===== src/rtl/bgl_pkg.sv =====
// Shared constants, result struct and helpers for the BNF grammar lexer.
// No dependencies; imported by every module in rtl/.
package bgl_pkg;

  localparam int unsigned PosBits = 16;   // width of line/column counters (8..32)
  localparam int unsigned OutPosBits = 16;

  // event kinds
  localparam logic [1:0] KindText  = 2'd0;
  localparam logic [1:0] KindDone  = 2'd1;
  localparam logic [1:0] KindError = 2'd2;

  // token types
  localparam logic [2:0] TokBar    = 3'd0;
  localparam logic [2:0] TokSemi   = 3'd1;
  localparam logic [2:0] TokAssign = 3'd2;
  localparam logic [2:0] TokNonterm = 3'd3;
  localparam logic [2:0] TokTerm   = 3'd4;

  // error codes
  localparam logic [2:0] ErrUnexpected = 3'd0;
  localparam logic [2:0] ErrNeedLetter = 3'd1;
  localparam logic [2:0] ErrNeedName   = 3'd2;
  localparam logic [2:0] ErrNeedColon  = 3'd3;
  localparam logic [2:0] ErrNeedEquals = 3'd4;
  localparam logic [2:0] ErrNeedPrint  = 3'd5;
  localparam logic [2:0] ErrBadEscape  = 3'd6;
  localparam logic [2:0] ErrMidToken   = 3'd7;

  // characters
  localparam logic [7:0] ChBar    = 8'h7C;
  localparam logic [7:0] ChSemi   = 8'h3B;
  localparam logic [7:0] ChLt     = 8'h3C;
  localparam logic [7:0] ChGt     = 8'h3E;
  localparam logic [7:0] ChColon  = 8'h3A;
  localparam logic [7:0] ChEquals = 8'h3D;
  localparam logic [7:0] ChBslash = 8'h5C;
  localparam logic [7:0] ChUscore = 8'h5F;
  localparam logic [7:0] ChDash   = 8'h2D;
  localparam logic [7:0] ChQuote  = 8'h22;
  localparam logic [7:0] ChLf     = 8'h0A;
  localparam logic [7:0] ChCr     = 8'h0D;
  localparam logic [7:0] ChFf     = 8'h0C;
  localparam logic [7:0] ChSpace  = 8'h20;
  localparam logic [7:0] ChTab    = 8'h09;
  localparam logic [7:0] ChVt     = 8'h0B;
  localparam logic [7:0] ChTilde  = 8'h7E;

  localparam int unsigned ResBits = 3 + 8 + 3 + 2 * OutPosBits;
  localparam int unsigned TdataBits = ((ResBits + 7) / 8) * 8;

  typedef struct packed {
    logic [1:0]            kind;
    logic [2:0]            tok_type;
    logic [7:0]            text_char;
    logic [2:0]            err_code;
    logic [OutPosBits-1:0] line;
    logic [OutPosBits-1:0] column;
  } result_t;

  function automatic logic [PosBits-1:0] sat_inc(input logic [PosBits-1:0] v);
    return (&v) ? v : v + PosBits'(1);
  endfunction

  function automatic logic is_letter(input logic [7:0] c);
    return (c >= 8'h41 && c <= 8'h5A) || (c >= 8'h61 && c <= 8'h7A);
  endfunction

  function automatic logic is_digit(input logic [7:0] c);
    return c >= 8'h30 && c <= 8'h39;
  endfunction

endpackage


===== src/rtl/bgl_in_stage.sv =====
// Input register of the lexer: holds one accepted byte until the core takes it.
// Depends on bgl_pkg (nothing used beyond the import convention).
module bgl_in_stage import bgl_pkg::*; (
  input  logic       clk_i,
  input  logic       rst_ni,
  input  logic       valid_i,
  output logic       ready_o,
  input  logic [7:0] char_i,
  input  logic       eoi_i,
  input  logic       take_i,     // core consumes the held item this cycle
  output logic       valid_o,
  output logic [7:0] char_o,
  output logic       eoi_o
);

  logic       valid_q, valid_d;
  logic [7:0] char_q;
  logic       eoi_q;

  assign ready_o = !valid_q || take_i;
  assign valid_d = (valid_i && ready_o) || (valid_q && !take_i);

  always_ff @(posedge clk_i or negedge rst_ni) begin
    if (!rst_ni) begin
      valid_q <= 1'b0;
    end else begin
      valid_q <= valid_d;
    end
  end

  always_ff @(posedge clk_i) begin
    if (valid_i && ready_o) begin
      char_q <= char_i;
      eoi_q  <= eoi_i;
    end
  end

  assign valid_o = valid_q;
  assign char_o  = char_q;
  assign eoi_o   = eoi_q;

endmodule


===== src/rtl/bgl_lex_core.sv =====
// Lexer state machine with line/column counters; one byte per cycle while adv_i is high.
// Depends on bgl_pkg for codes, characters, result_t and helpers.
module bgl_lex_core import bgl_pkg::*; (
  input  logic       clk_i,
  input  logic       rst_ni,
  input  logic       adv_i,
  input  logic [7:0] char_i,
  input  logic       eoi_i,
  output logic       res_valid_o,
  output result_t    res_o
);

  localparam logic [2:0] ModeIdle    = 3'd0;
  localparam logic [2:0] ModeNtStart = 3'd1;
  localparam logic [2:0] ModeNt      = 3'd2;
  localparam logic [2:0] ModeColon1  = 3'd3;
  localparam logic [2:0] ModeColon2  = 3'd4;
  localparam logic [2:0] ModeTerm    = 3'd5;
  localparam logic [2:0] ModeEscape  = 3'd6;

  logic [2:0]         mode_q, mode_d;
  logic [PosBits-1:0] line_q, line_d;
  logic [PosBits-1:0] col_q, col_d;
  logic [PosBits-1:0] tok_q, tok_d;
  logic [PosBits-1:0] col_inc;
  logic               hit;
  logic [1:0]         kind;
  logic [2:0]         tok_type;
  logic [7:0]         text_char;
  logic [2:0]         err_code;
  logic [PosBits-1:0] res_col;

  assign col_inc = sat_inc(col_q);

  always_comb begin
    mode_d    = mode_q;
    line_d    = line_q;
    col_d     = col_q;
    tok_d     = tok_q;
    hit       = 1'b0;
    kind      = KindError;
    tok_type  = TokBar;
    text_char = char_i;
    err_code  = ErrUnexpected;
    res_col   = col_inc;
    if (eoi_i) begin
      hit       = (mode_q != ModeIdle);
      err_code  = ErrMidToken;
      text_char = 8'h00;
      res_col   = col_q;
      mode_d    = ModeIdle;
      line_d    = PosBits'(1);
      col_d     = '0;
      tok_d     = '0;
    end else begin
      col_d = col_inc;
      unique case (mode_q)
        ModeIdle: begin
          tok_d = col_inc;
          if (char_i == ChBar || char_i == ChSemi) begin
            hit       = 1'b1;
            kind      = KindDone;
            tok_type  = (char_i == ChBar) ? TokBar : TokSemi;
            text_char = 8'h00;
          end else if (char_i == ChLt) begin
            mode_d = ModeNtStart;
          end else if (char_i == ChQuote) begin
            mode_d = ModeTerm;
          end else if (char_i == ChColon) begin
            mode_d = ModeColon1;
          end else if (char_i == ChLf || char_i == ChCr || char_i == ChFf) begin
            line_d = sat_inc(line_q);
            col_d  = '0;
          end else if (!(char_i == ChSpace || char_i == ChTab || char_i == ChVt)) begin
            hit = 1'b1;
          end
        end
        ModeNtStart: begin
          hit = 1'b1;
          if (is_letter(char_i)) begin
            kind     = KindText;
            tok_type = TokNonterm;
            res_col  = tok_q;
            mode_d   = ModeNt;
          end else begin
            err_code = ErrNeedLetter;
          end
        end
        ModeNt: begin
          hit = 1'b1;
          if (char_i == ChGt) begin
            kind      = KindDone;
            tok_type  = TokNonterm;
            text_char = 8'h00;
            res_col   = tok_q;
            mode_d    = ModeIdle;
          end else if (is_letter(char_i) || is_digit(char_i) ||
                       char_i == ChUscore || char_i == ChDash) begin
            kind     = KindText;
            tok_type = TokNonterm;
            res_col  = tok_q;
          end else begin
            err_code = ErrNeedName;
          end
        end
        ModeColon1: begin
          if (char_i == ChColon) begin
            mode_d = ModeColon2;
          end else begin
            hit      = 1'b1;
            err_code = ErrNeedColon;
          end
        end
        ModeColon2: begin
          hit = 1'b1;
          if (char_i == ChEquals) begin
            kind      = KindDone;
            tok_type  = TokAssign;
            text_char = 8'h00;
            res_col   = tok_q;
            mode_d    = ModeIdle;
          end else begin
            err_code = ErrNeedEquals;
          end
        end
        ModeTerm: begin
          if (char_i == ChQuote) begin
            hit       = 1'b1;
            kind      = KindDone;
            tok_type  = TokTerm;
            text_char = 8'h00;
            res_col   = tok_q;
            mode_d    = ModeIdle;
          end else if (char_i >= ChSpace && char_i <= ChTilde) begin
            if (char_i == ChBslash) begin
              mode_d = ModeEscape;
            end else begin
              hit      = 1'b1;
              kind     = KindText;
              tok_type = TokTerm;
              res_col  = tok_q;
            end
          end else begin
            hit      = 1'b1;
            err_code = ErrNeedPrint;
          end
        end
        ModeEscape: begin
          hit = 1'b1;
          if (char_i == ChQuote) begin
            kind     = KindText;
            tok_type = TokTerm;
            res_col  = tok_q;
            mode_d   = ModeTerm;
          end else begin
            err_code = ErrBadEscape;
          end
        end
        default: begin
          mode_d = ModeIdle;
        end
      endcase
    end
  end

  always_ff @(posedge clk_i or negedge rst_ni) begin
    if (!rst_ni) begin
      mode_q <= ModeIdle;
      line_q <= PosBits'(1);
      col_q  <= '0;
      tok_q  <= '0;
    end else if (adv_i) begin
      mode_q <= mode_d;
      line_q <= line_d;
      col_q  <= col_d;
      tok_q  <= tok_d;
    end
  end

  assign res_valid_o      = hit;
  assign res_o.kind       = kind;
  assign res_o.tok_type   = tok_type;
  assign res_o.text_char  = text_char;
  assign res_o.err_code   = err_code;
  assign res_o.line       = OutPosBits'(line_q);
  assign res_o.column     = OutPosBits'(res_col);

  // line count starts at one and only saturates, never wraps to zero
  a_line_nonzero: assert property (@(posedge clk_i) disable iff (!rst_ni)
    line_q != '0) else $error("line count reached zero");

  a_eoi_resets: assert property (@(posedge clk_i) disable iff (!rst_ni)
    adv_i && eoi_i |=> mode_q == ModeIdle && line_q == PosBits'(1) && col_q == '0)
    else $error("end of input did not restore reset state");

  a_text_in_token: assert property (@(posedge clk_i) disable iff (!rst_ni)
    hit && kind == KindText |-> mode_q == ModeNtStart || mode_q == ModeNt ||
                                mode_q == ModeTerm || mode_q == ModeEscape)
    else $error("token text outside a token");

  a_eoi_idle_silent: assert property (@(posedge clk_i) disable iff (!rst_ni)
    eoi_i && mode_q == ModeIdle |-> !hit)
    else $error("error raised at end of input in idle");

endmodule


===== src/rtl/bgl_out_stage.sv =====
// Result register of the lexer: holds one result until the sink takes it.
// Depends on bgl_pkg for result_t.
module bgl_out_stage import bgl_pkg::*; (
  input  logic    clk_i,
  input  logic    rst_ni,
  input  logic    load_i,      // core result written this cycle
  input  result_t res_i,
  output logic    free_o,      // register can take a result this cycle
  output logic    valid_o,
  input  logic    ready_i,
  output result_t res_o
);

  logic    valid_q, valid_d;
  result_t res_q;

  assign free_o  = !valid_q || ready_i;
  assign valid_d = load_i || (valid_q && !ready_i);

  always_ff @(posedge clk_i or negedge rst_ni) begin
    if (!rst_ni) begin
      valid_q <= 1'b0;
    end else begin
      valid_q <= valid_d;
    end
  end

  always_ff @(posedge clk_i) begin
    if (load_i) begin
      res_q <= res_i;
    end
  end

  assign valid_o = valid_q;
  assign res_o   = res_q;

endmodule


===== src/rtl/bnf_grammar_lexer.sv =====
// BNF grammar lexer top level, depends on bgl_pkg and the bgl_* stages. A byte
// accepted into the input register passes through the core to the result register.
// Throughput: one byte per cycle while the result register is free, set by the
// single-pass state update in the core between the input and result registers.
// Bytes without a result use a core step too. Reset (rst_ni low, async) empties
// both registers and puts the lexer in idle with line 1, column 0.
module bnf_grammar_lexer import bgl_pkg::*; (
  input  logic                 clk_i,
  input  logic                 rst_ni,
  input  logic                 s_axis_tvalid,
  output logic                 s_axis_tready,
  input  logic [7:0]           s_axis_tdata,   // [7:0] in_char
  input  logic                 s_axis_tuser,   // [0] end_of_input
  output logic                 m_axis_tvalid,
  input  logic                 m_axis_tready,
  output logic [TdataBits-1:0] m_axis_tdata,   // [2:0] token_type, [10:3] text_char,
                                               // [13:11] error_code, [29:14] line_number,
                                               // [45:30] column_number, rest zero
  output logic [1:0]           m_axis_tuser    // [1:0] event_kind
);

  logic       in_valid;
  logic [7:0] in_char;
  logic       in_eoi;
  logic       adv;
  logic       res_valid;
  result_t    res;
  logic       out_free;
  result_t    out_res;

  assign adv = in_valid && out_free;

  bgl_in_stage u_in (
    .clk_i   (clk_i),
    .rst_ni  (rst_ni),
    .valid_i (s_axis_tvalid),
    .ready_o (s_axis_tready),
    .char_i  (s_axis_tdata),
    .eoi_i   (s_axis_tuser),
    .take_i  (adv),
    .valid_o (in_valid),
    .char_o  (in_char),
    .eoi_o   (in_eoi)
  );

  bgl_lex_core u_core (
    .clk_i       (clk_i),
    .rst_ni      (rst_ni),
    .adv_i       (adv),
    .char_i      (in_char),
    .eoi_i       (in_eoi),
    .res_valid_o (res_valid),
    .res_o       (res)
  );

  bgl_out_stage u_out (
    .clk_i   (clk_i),
    .rst_ni  (rst_ni),
    .load_i  (adv && res_valid),
    .res_i   (res),
    .free_o  (out_free),
    .valid_o (m_axis_tvalid),
    .ready_i (m_axis_tready),
    .res_o   (out_res)
  );

  assign m_axis_tdata = TdataBits'({out_res.column, out_res.line, out_res.err_code,
                                    out_res.text_char, out_res.tok_type});
  assign m_axis_tuser = out_res.kind;

endmodule

===== config.mk =====
export PLATFORM = sky130hd
export DESIGN_NAME = bnf_grammar_lexer
export DESIGN_NICKNAME = d
export VERILOG_FILES = /design/src/rtl/bgl_pkg.sv /design/src/rtl/bgl_in_stage.sv /design/src/rtl/bgl_lex_core.sv /design/src/rtl/bgl_out_stage.sv /design/src/rtl/bnf_grammar_lexer.sv
export SDC_FILE = /design/constraint.sdc
export NUM_CORES = 1
export LEC_CHECK = 0
export BUFFER_PORTS_ARGS = -buffer_cell sky130_fd_sc_hd__buf_2
export CAP_MARGIN = 40
export CORE_AREA = 2 2 140 142
export DETAILED_ROUTE_END_ITERATION = 8
export DIE_AREA = 0 0 142 144
export GPL_TIMING_DRIVEN = 0
export PLACE_DENSITY = 0.49
export SETUP_SLACK_MARGIN = 0.02
export SLEW_MARGIN = 20
export SYNTH_ARGS = -nofsm -noshare
export SYNTH_HDL_FRONTEND = slang
export SYNTH_SLANG_ARGS = --single-unit

===== constraint.sdc =====
create_clock -name clk_i -period 2.75 [get_ports clk_i]
set_input_delay 0.1375 -clock clk_i [delete_from_list [all_inputs] [get_ports clk_i]]
set_output_delay 0.1375 -clock clk_i [all_outputs]
set_load 0.005 [all_outputs]

==> flow_metrics.py <==
metrics = {
    "synthesis": {
        "netlist_instances": 559,
        "ys_seq_elements": 110,
        "synth_area_leaders": "edfxtp_1 29%, dfrtp_1 22%, nand2_1 3.4%, nand3_1 2.9%, o21ai_0 2.8%",
        "yosys.area.top_type": "edfxtp_1",
        "yosys_warnings": 0,
        "synth_edf_count": 57,
        "ys_seq_area_share_pct": 52.3,
        "syn_area_um2": 5810,
        "synth_flop_cell": "edfxtp_1",
        "synthArstFlopShare_pct": 48.2,
        "synth_top_area_share_pct": 29.4,
        "avgSynthCellArea_um2": 10.4,
        "synth.distinct_cells": 75,
    },
    "clock_tree": {
        "cts_tree": "yes",
        "cts_made_buffers": 9,
        "h-tree-depth": 3,
        "clk-insertion-delay-late_ns": 0.36,
        "cts_max_path_buffers": 2,
        "path_clk_slew_ns": 0.07,
        "root_buffer": "clkbuf_16",
        "cts_sinks": 110,
    },
    "floorplanning": {
        "die_y_um": 144,
        "die_area_um2": 20400,
        "io_pins": 65,
        "initial_core_util_pct": 30.5,
        "fp.coreArea_um2": 19100,
        "rows": 51,
        "die_w_um": 142,
    },
    "worst_setup_path": {
        "start_kind": "flip-flop",
        "rr_endpoint": "u_out.res_o[1]$_DFFE_PP_",
        "cp_slowest_cell": "or4b_4",
        "reg2reg_depth": 10,
        "path_cells": "buf_6, or4b_4, o41ai_4, nand4_1, buf_4, o211ai_4, buf_6, buf_4, nor3_1, a221o_1",
        "critPathKind": "reg -> reg",
        "r2r_start": "u_in.char_o[6]$_DFFE_PP_",
        "critPathRequiredTime_ns": 2.85,
        "ff2ff_setup_slack_ns": 0.06,
        "worstPathArrival_ns": 2.79,
        "critical_path.max_fanout": 5,
        "cpPeakStageDelay_ns": 0.56,
        "critical_path.endpoint_type": "flip-flop",
    },
    "timing": {
        "hold_viol_final": 0,
        "rsz0062_at_grt": "true",
        "slew_viol_final": 0,
        "setup_violations": 0,
        "fmax_mhz": 372,
        "fin_worst_skew_ns": 0.00780,
        "slew_headroom_pct": 52.1,
        "period_needed_ns": 2.69,
        "tightestPinTransition_ns": 0.716,
        "fin_crit_sh_pct": 97.8,
        "setup_tns_ns": 0,
        "hold-worst-slack_ns": 0.0936,
    },
    "route": {
        "vias": 4978,
        "drt_wl_total_mm": 16.6,
        "drt_pass1_iterations": 5,
        "drtIter0Drc": 478,
        "viasPerCell": 5.51,
        "wl_per_cell_um": 18.4,
        "postRouteAntennaNets": 0,
        "drc_errors": 0,
    },
    "pwr": {
        "leakage_nw": 2.81,
        "peakVddDrop_mv": 0.324,
        "swShare_pct": 34.9,
        "p_per_area_nw_per_um2": 715,
        "p_clk_share_pct": 23.8,
        "p_comb_share_pct": 31.2,
        "power_switching_mw": 1.79,
        "internal_power_mw": 3.34,
        "pwr-share-seq_pct": 45.0,
    },
    "grt": {
        "gr-usage-all-layers_pct": 16.5,
        "grt.met3_usage_pct": 3.34,
        "gr-max-usage-layer": "met2",
        "grt_util_met1_pct": 22.3,
        "grt_start_max_net_pins": 54,
        "use_met2_pct": 26.4,
        "antenna_found_initial": 0,
        "grt_pass1_wl_mm": 26.2,
        "grt_overflow": 0,
        "grt_pass1_vias": 4895,
    },
    "place": {
        "port_buffers": 62,
        "gp_congestion": 0.911,
        "dp_hpwl_mm": 11.1,
        "placedCellCount": 862,
    },
    "min_path": {
        "hold_depth": 3,
        "hp-class": "in -> reg",
        "min_to": "u_in.valid_o$_DFF_PN0_",
        "hold_start": "m_axis_tready",
    },
    "layout": {
        "stdcell_count": 904,
        "layout_commonest_cell": "buf_2",
        "diodes": 0,
        "final_cell_mix": "66 x buf_2, 57 x edfxtp_1, 52 x nand2_1, 52 x dfrtp_1, 34 x nand3_1",
        "nets": 676,
        "area_growth_pct": 23.3,
        "drive_gt1_share_pct": 22.4,
        "final_core_util_pct": 37.6,
    },
    "run_status": {
        "status": "completed",
    },
    "run": {
        "maxCapViolations": 0,
    },
}
## stage by stage
| step | instance area, µm² | power, mW | setup WS, ns |
|---|---|---|---|
| final | 7170 | 5.13 | 0.0607 |
| after global routing | 7170 | 5.44 | -0.0462 |
| after CTS | 6990 | 5.10 | 0.0406 |
| after detailed placement | 6480 | 3.79 | -0.650 |
| after global placement | 6450 | 3.75 | -1.06 |
| after floorplan | 5840 | 3.17 | -0.229 |
## worst max-delay path by stage
stage                        startpoint                   endpoint  slack, ns  cells past startpoint
6_report       u_in.char_o[6]$_DFFE_PP_   u_out.res_o[1]$_DFFE_PP_       0.06                     10
4_1_cts        u_in.char_o[6]$_DFFE_PP_   u_out.res_o[0]$_DFFE_PP_       0.04                      9
5_1_grt        u_in.char_o[6]$_DFFE_PP_   u_out.res_o[1]$_DFFE_PP_      -0.05                      9
3_3_place_gp       u_in.eoi_o$_DFFE_PP_  u_out.res_o[10]$_DFFE_PP_      -1.06                      6
2_1_floorplan  u_in.char_o[6]$_DFFE_PP_   u_out.res_o[0]$_DFFE_PP_      -0.23                      8
3_5_place_dp       u_in.eoi_o$_DFFE_PP_  u_out.res_o[10]$_DFFE_PP_      -0.65                      7
## timing repair
| action | 4_1_cts | 5_1_grt |
|---|---|---|
| endpoints found under the setup margin | 74 | 88 |
| gates cloned | 1 | 0 |
| buffers inserted | 11 | 4 |
| pin swaps | 5 | 5 |
| resized for setup | 11 | 31 |
| hold buffers | 11 | 0 |
| endpoints found under the hold margin | 62 | 0 |
## power by group through the flow
stage               Clock [mW]  Combinational (mW)  Sequential [mW]
floorplan                    0               0.836             2.33
global placement             0                1.41             2.34
detailed placement           0                1.46             2.34
CTS                       1.26                1.54             2.31
global route              1.32                1.76             2.35
finish                    1.22                1.60             2.31
## registers in the layout, summed over array words and instances, names as in the netlist
| signal | cells |
|---|---|
| u_out.valid_o | 1 |
| u_in.char_o | 8 |
| u_out.res_o | 48 |
| u_core.tok_q | 16 |
| u_core.line_q | 16 |
| u_in.eoi_o | 1 |
| u_in.valid_o | 1 |
| u_core.mode_q | 3 |
| u_core.col_q | 16 |
## critical path: cells and delay by family (launching register included)
| kind | cells | cell delay, ns |
|---|---|---|
| and+or+nand+nor | 3 | 0.80 |
| AOI/OAI and AO/OA | 3 | 0.65 |
| buffers and inverters | 4 | 0.61 |
| DFF | 1 | 0.38 |
## cell usage after synthesis, drive strengths merged (5+ instances only)
cell,count
nand4,5
a31oi,6
nand3,34
nor2,29
a211oi,6
xnor2,9
or4,9
buf,16
o21ai,33
inv,9
o31ai,9
a22o,15
or3,13
nor3,15
nor2b,9
edfxtp,57
a21oi,25
a221o,8
and2,11
a41oi,5
nand2b,10
nand2,52
and3,15
dfrtp,52
o211ai,6
clkbuf,28
## cell families after synthesis
kind of cell | Yosys count | share of synthesized area [%]
xor gates and xnor gates | 9 | 1.36
buffers and inverters | 53 | 4.24
adders and majority gates | 2 | 0.430
muxes | 6 | 1.10
and+or+nand+nor | 226 | 21.3
other | 1 | 0.0645
AOI/OAI and AO/OA | 152 | 19.2
DFF | 110 | 52.3
## layer usage
| metal | part of all wire [%] | wire length [µm] |
|---|---|---|
| met1 | 46 | 7700 |
| met2 | 46 | 7650 |
| met3 | 5.3 | 878 |
| met4 | 2.2 | 368 |
| met5 | 0 | 0 |
## area by class of cell
class                      count  area [µm²]
fill                        1902       11900
multi-input combinational    397        2700
sequential                   110        3040
clock buffer                  13         240
timing repair buffer          91         591
buffer                        43         236
clock inverter                 3        22.5
tap                          238         298
inverter                       9        37.5
No activity file was read; power rests on OpenSTA's default activity.
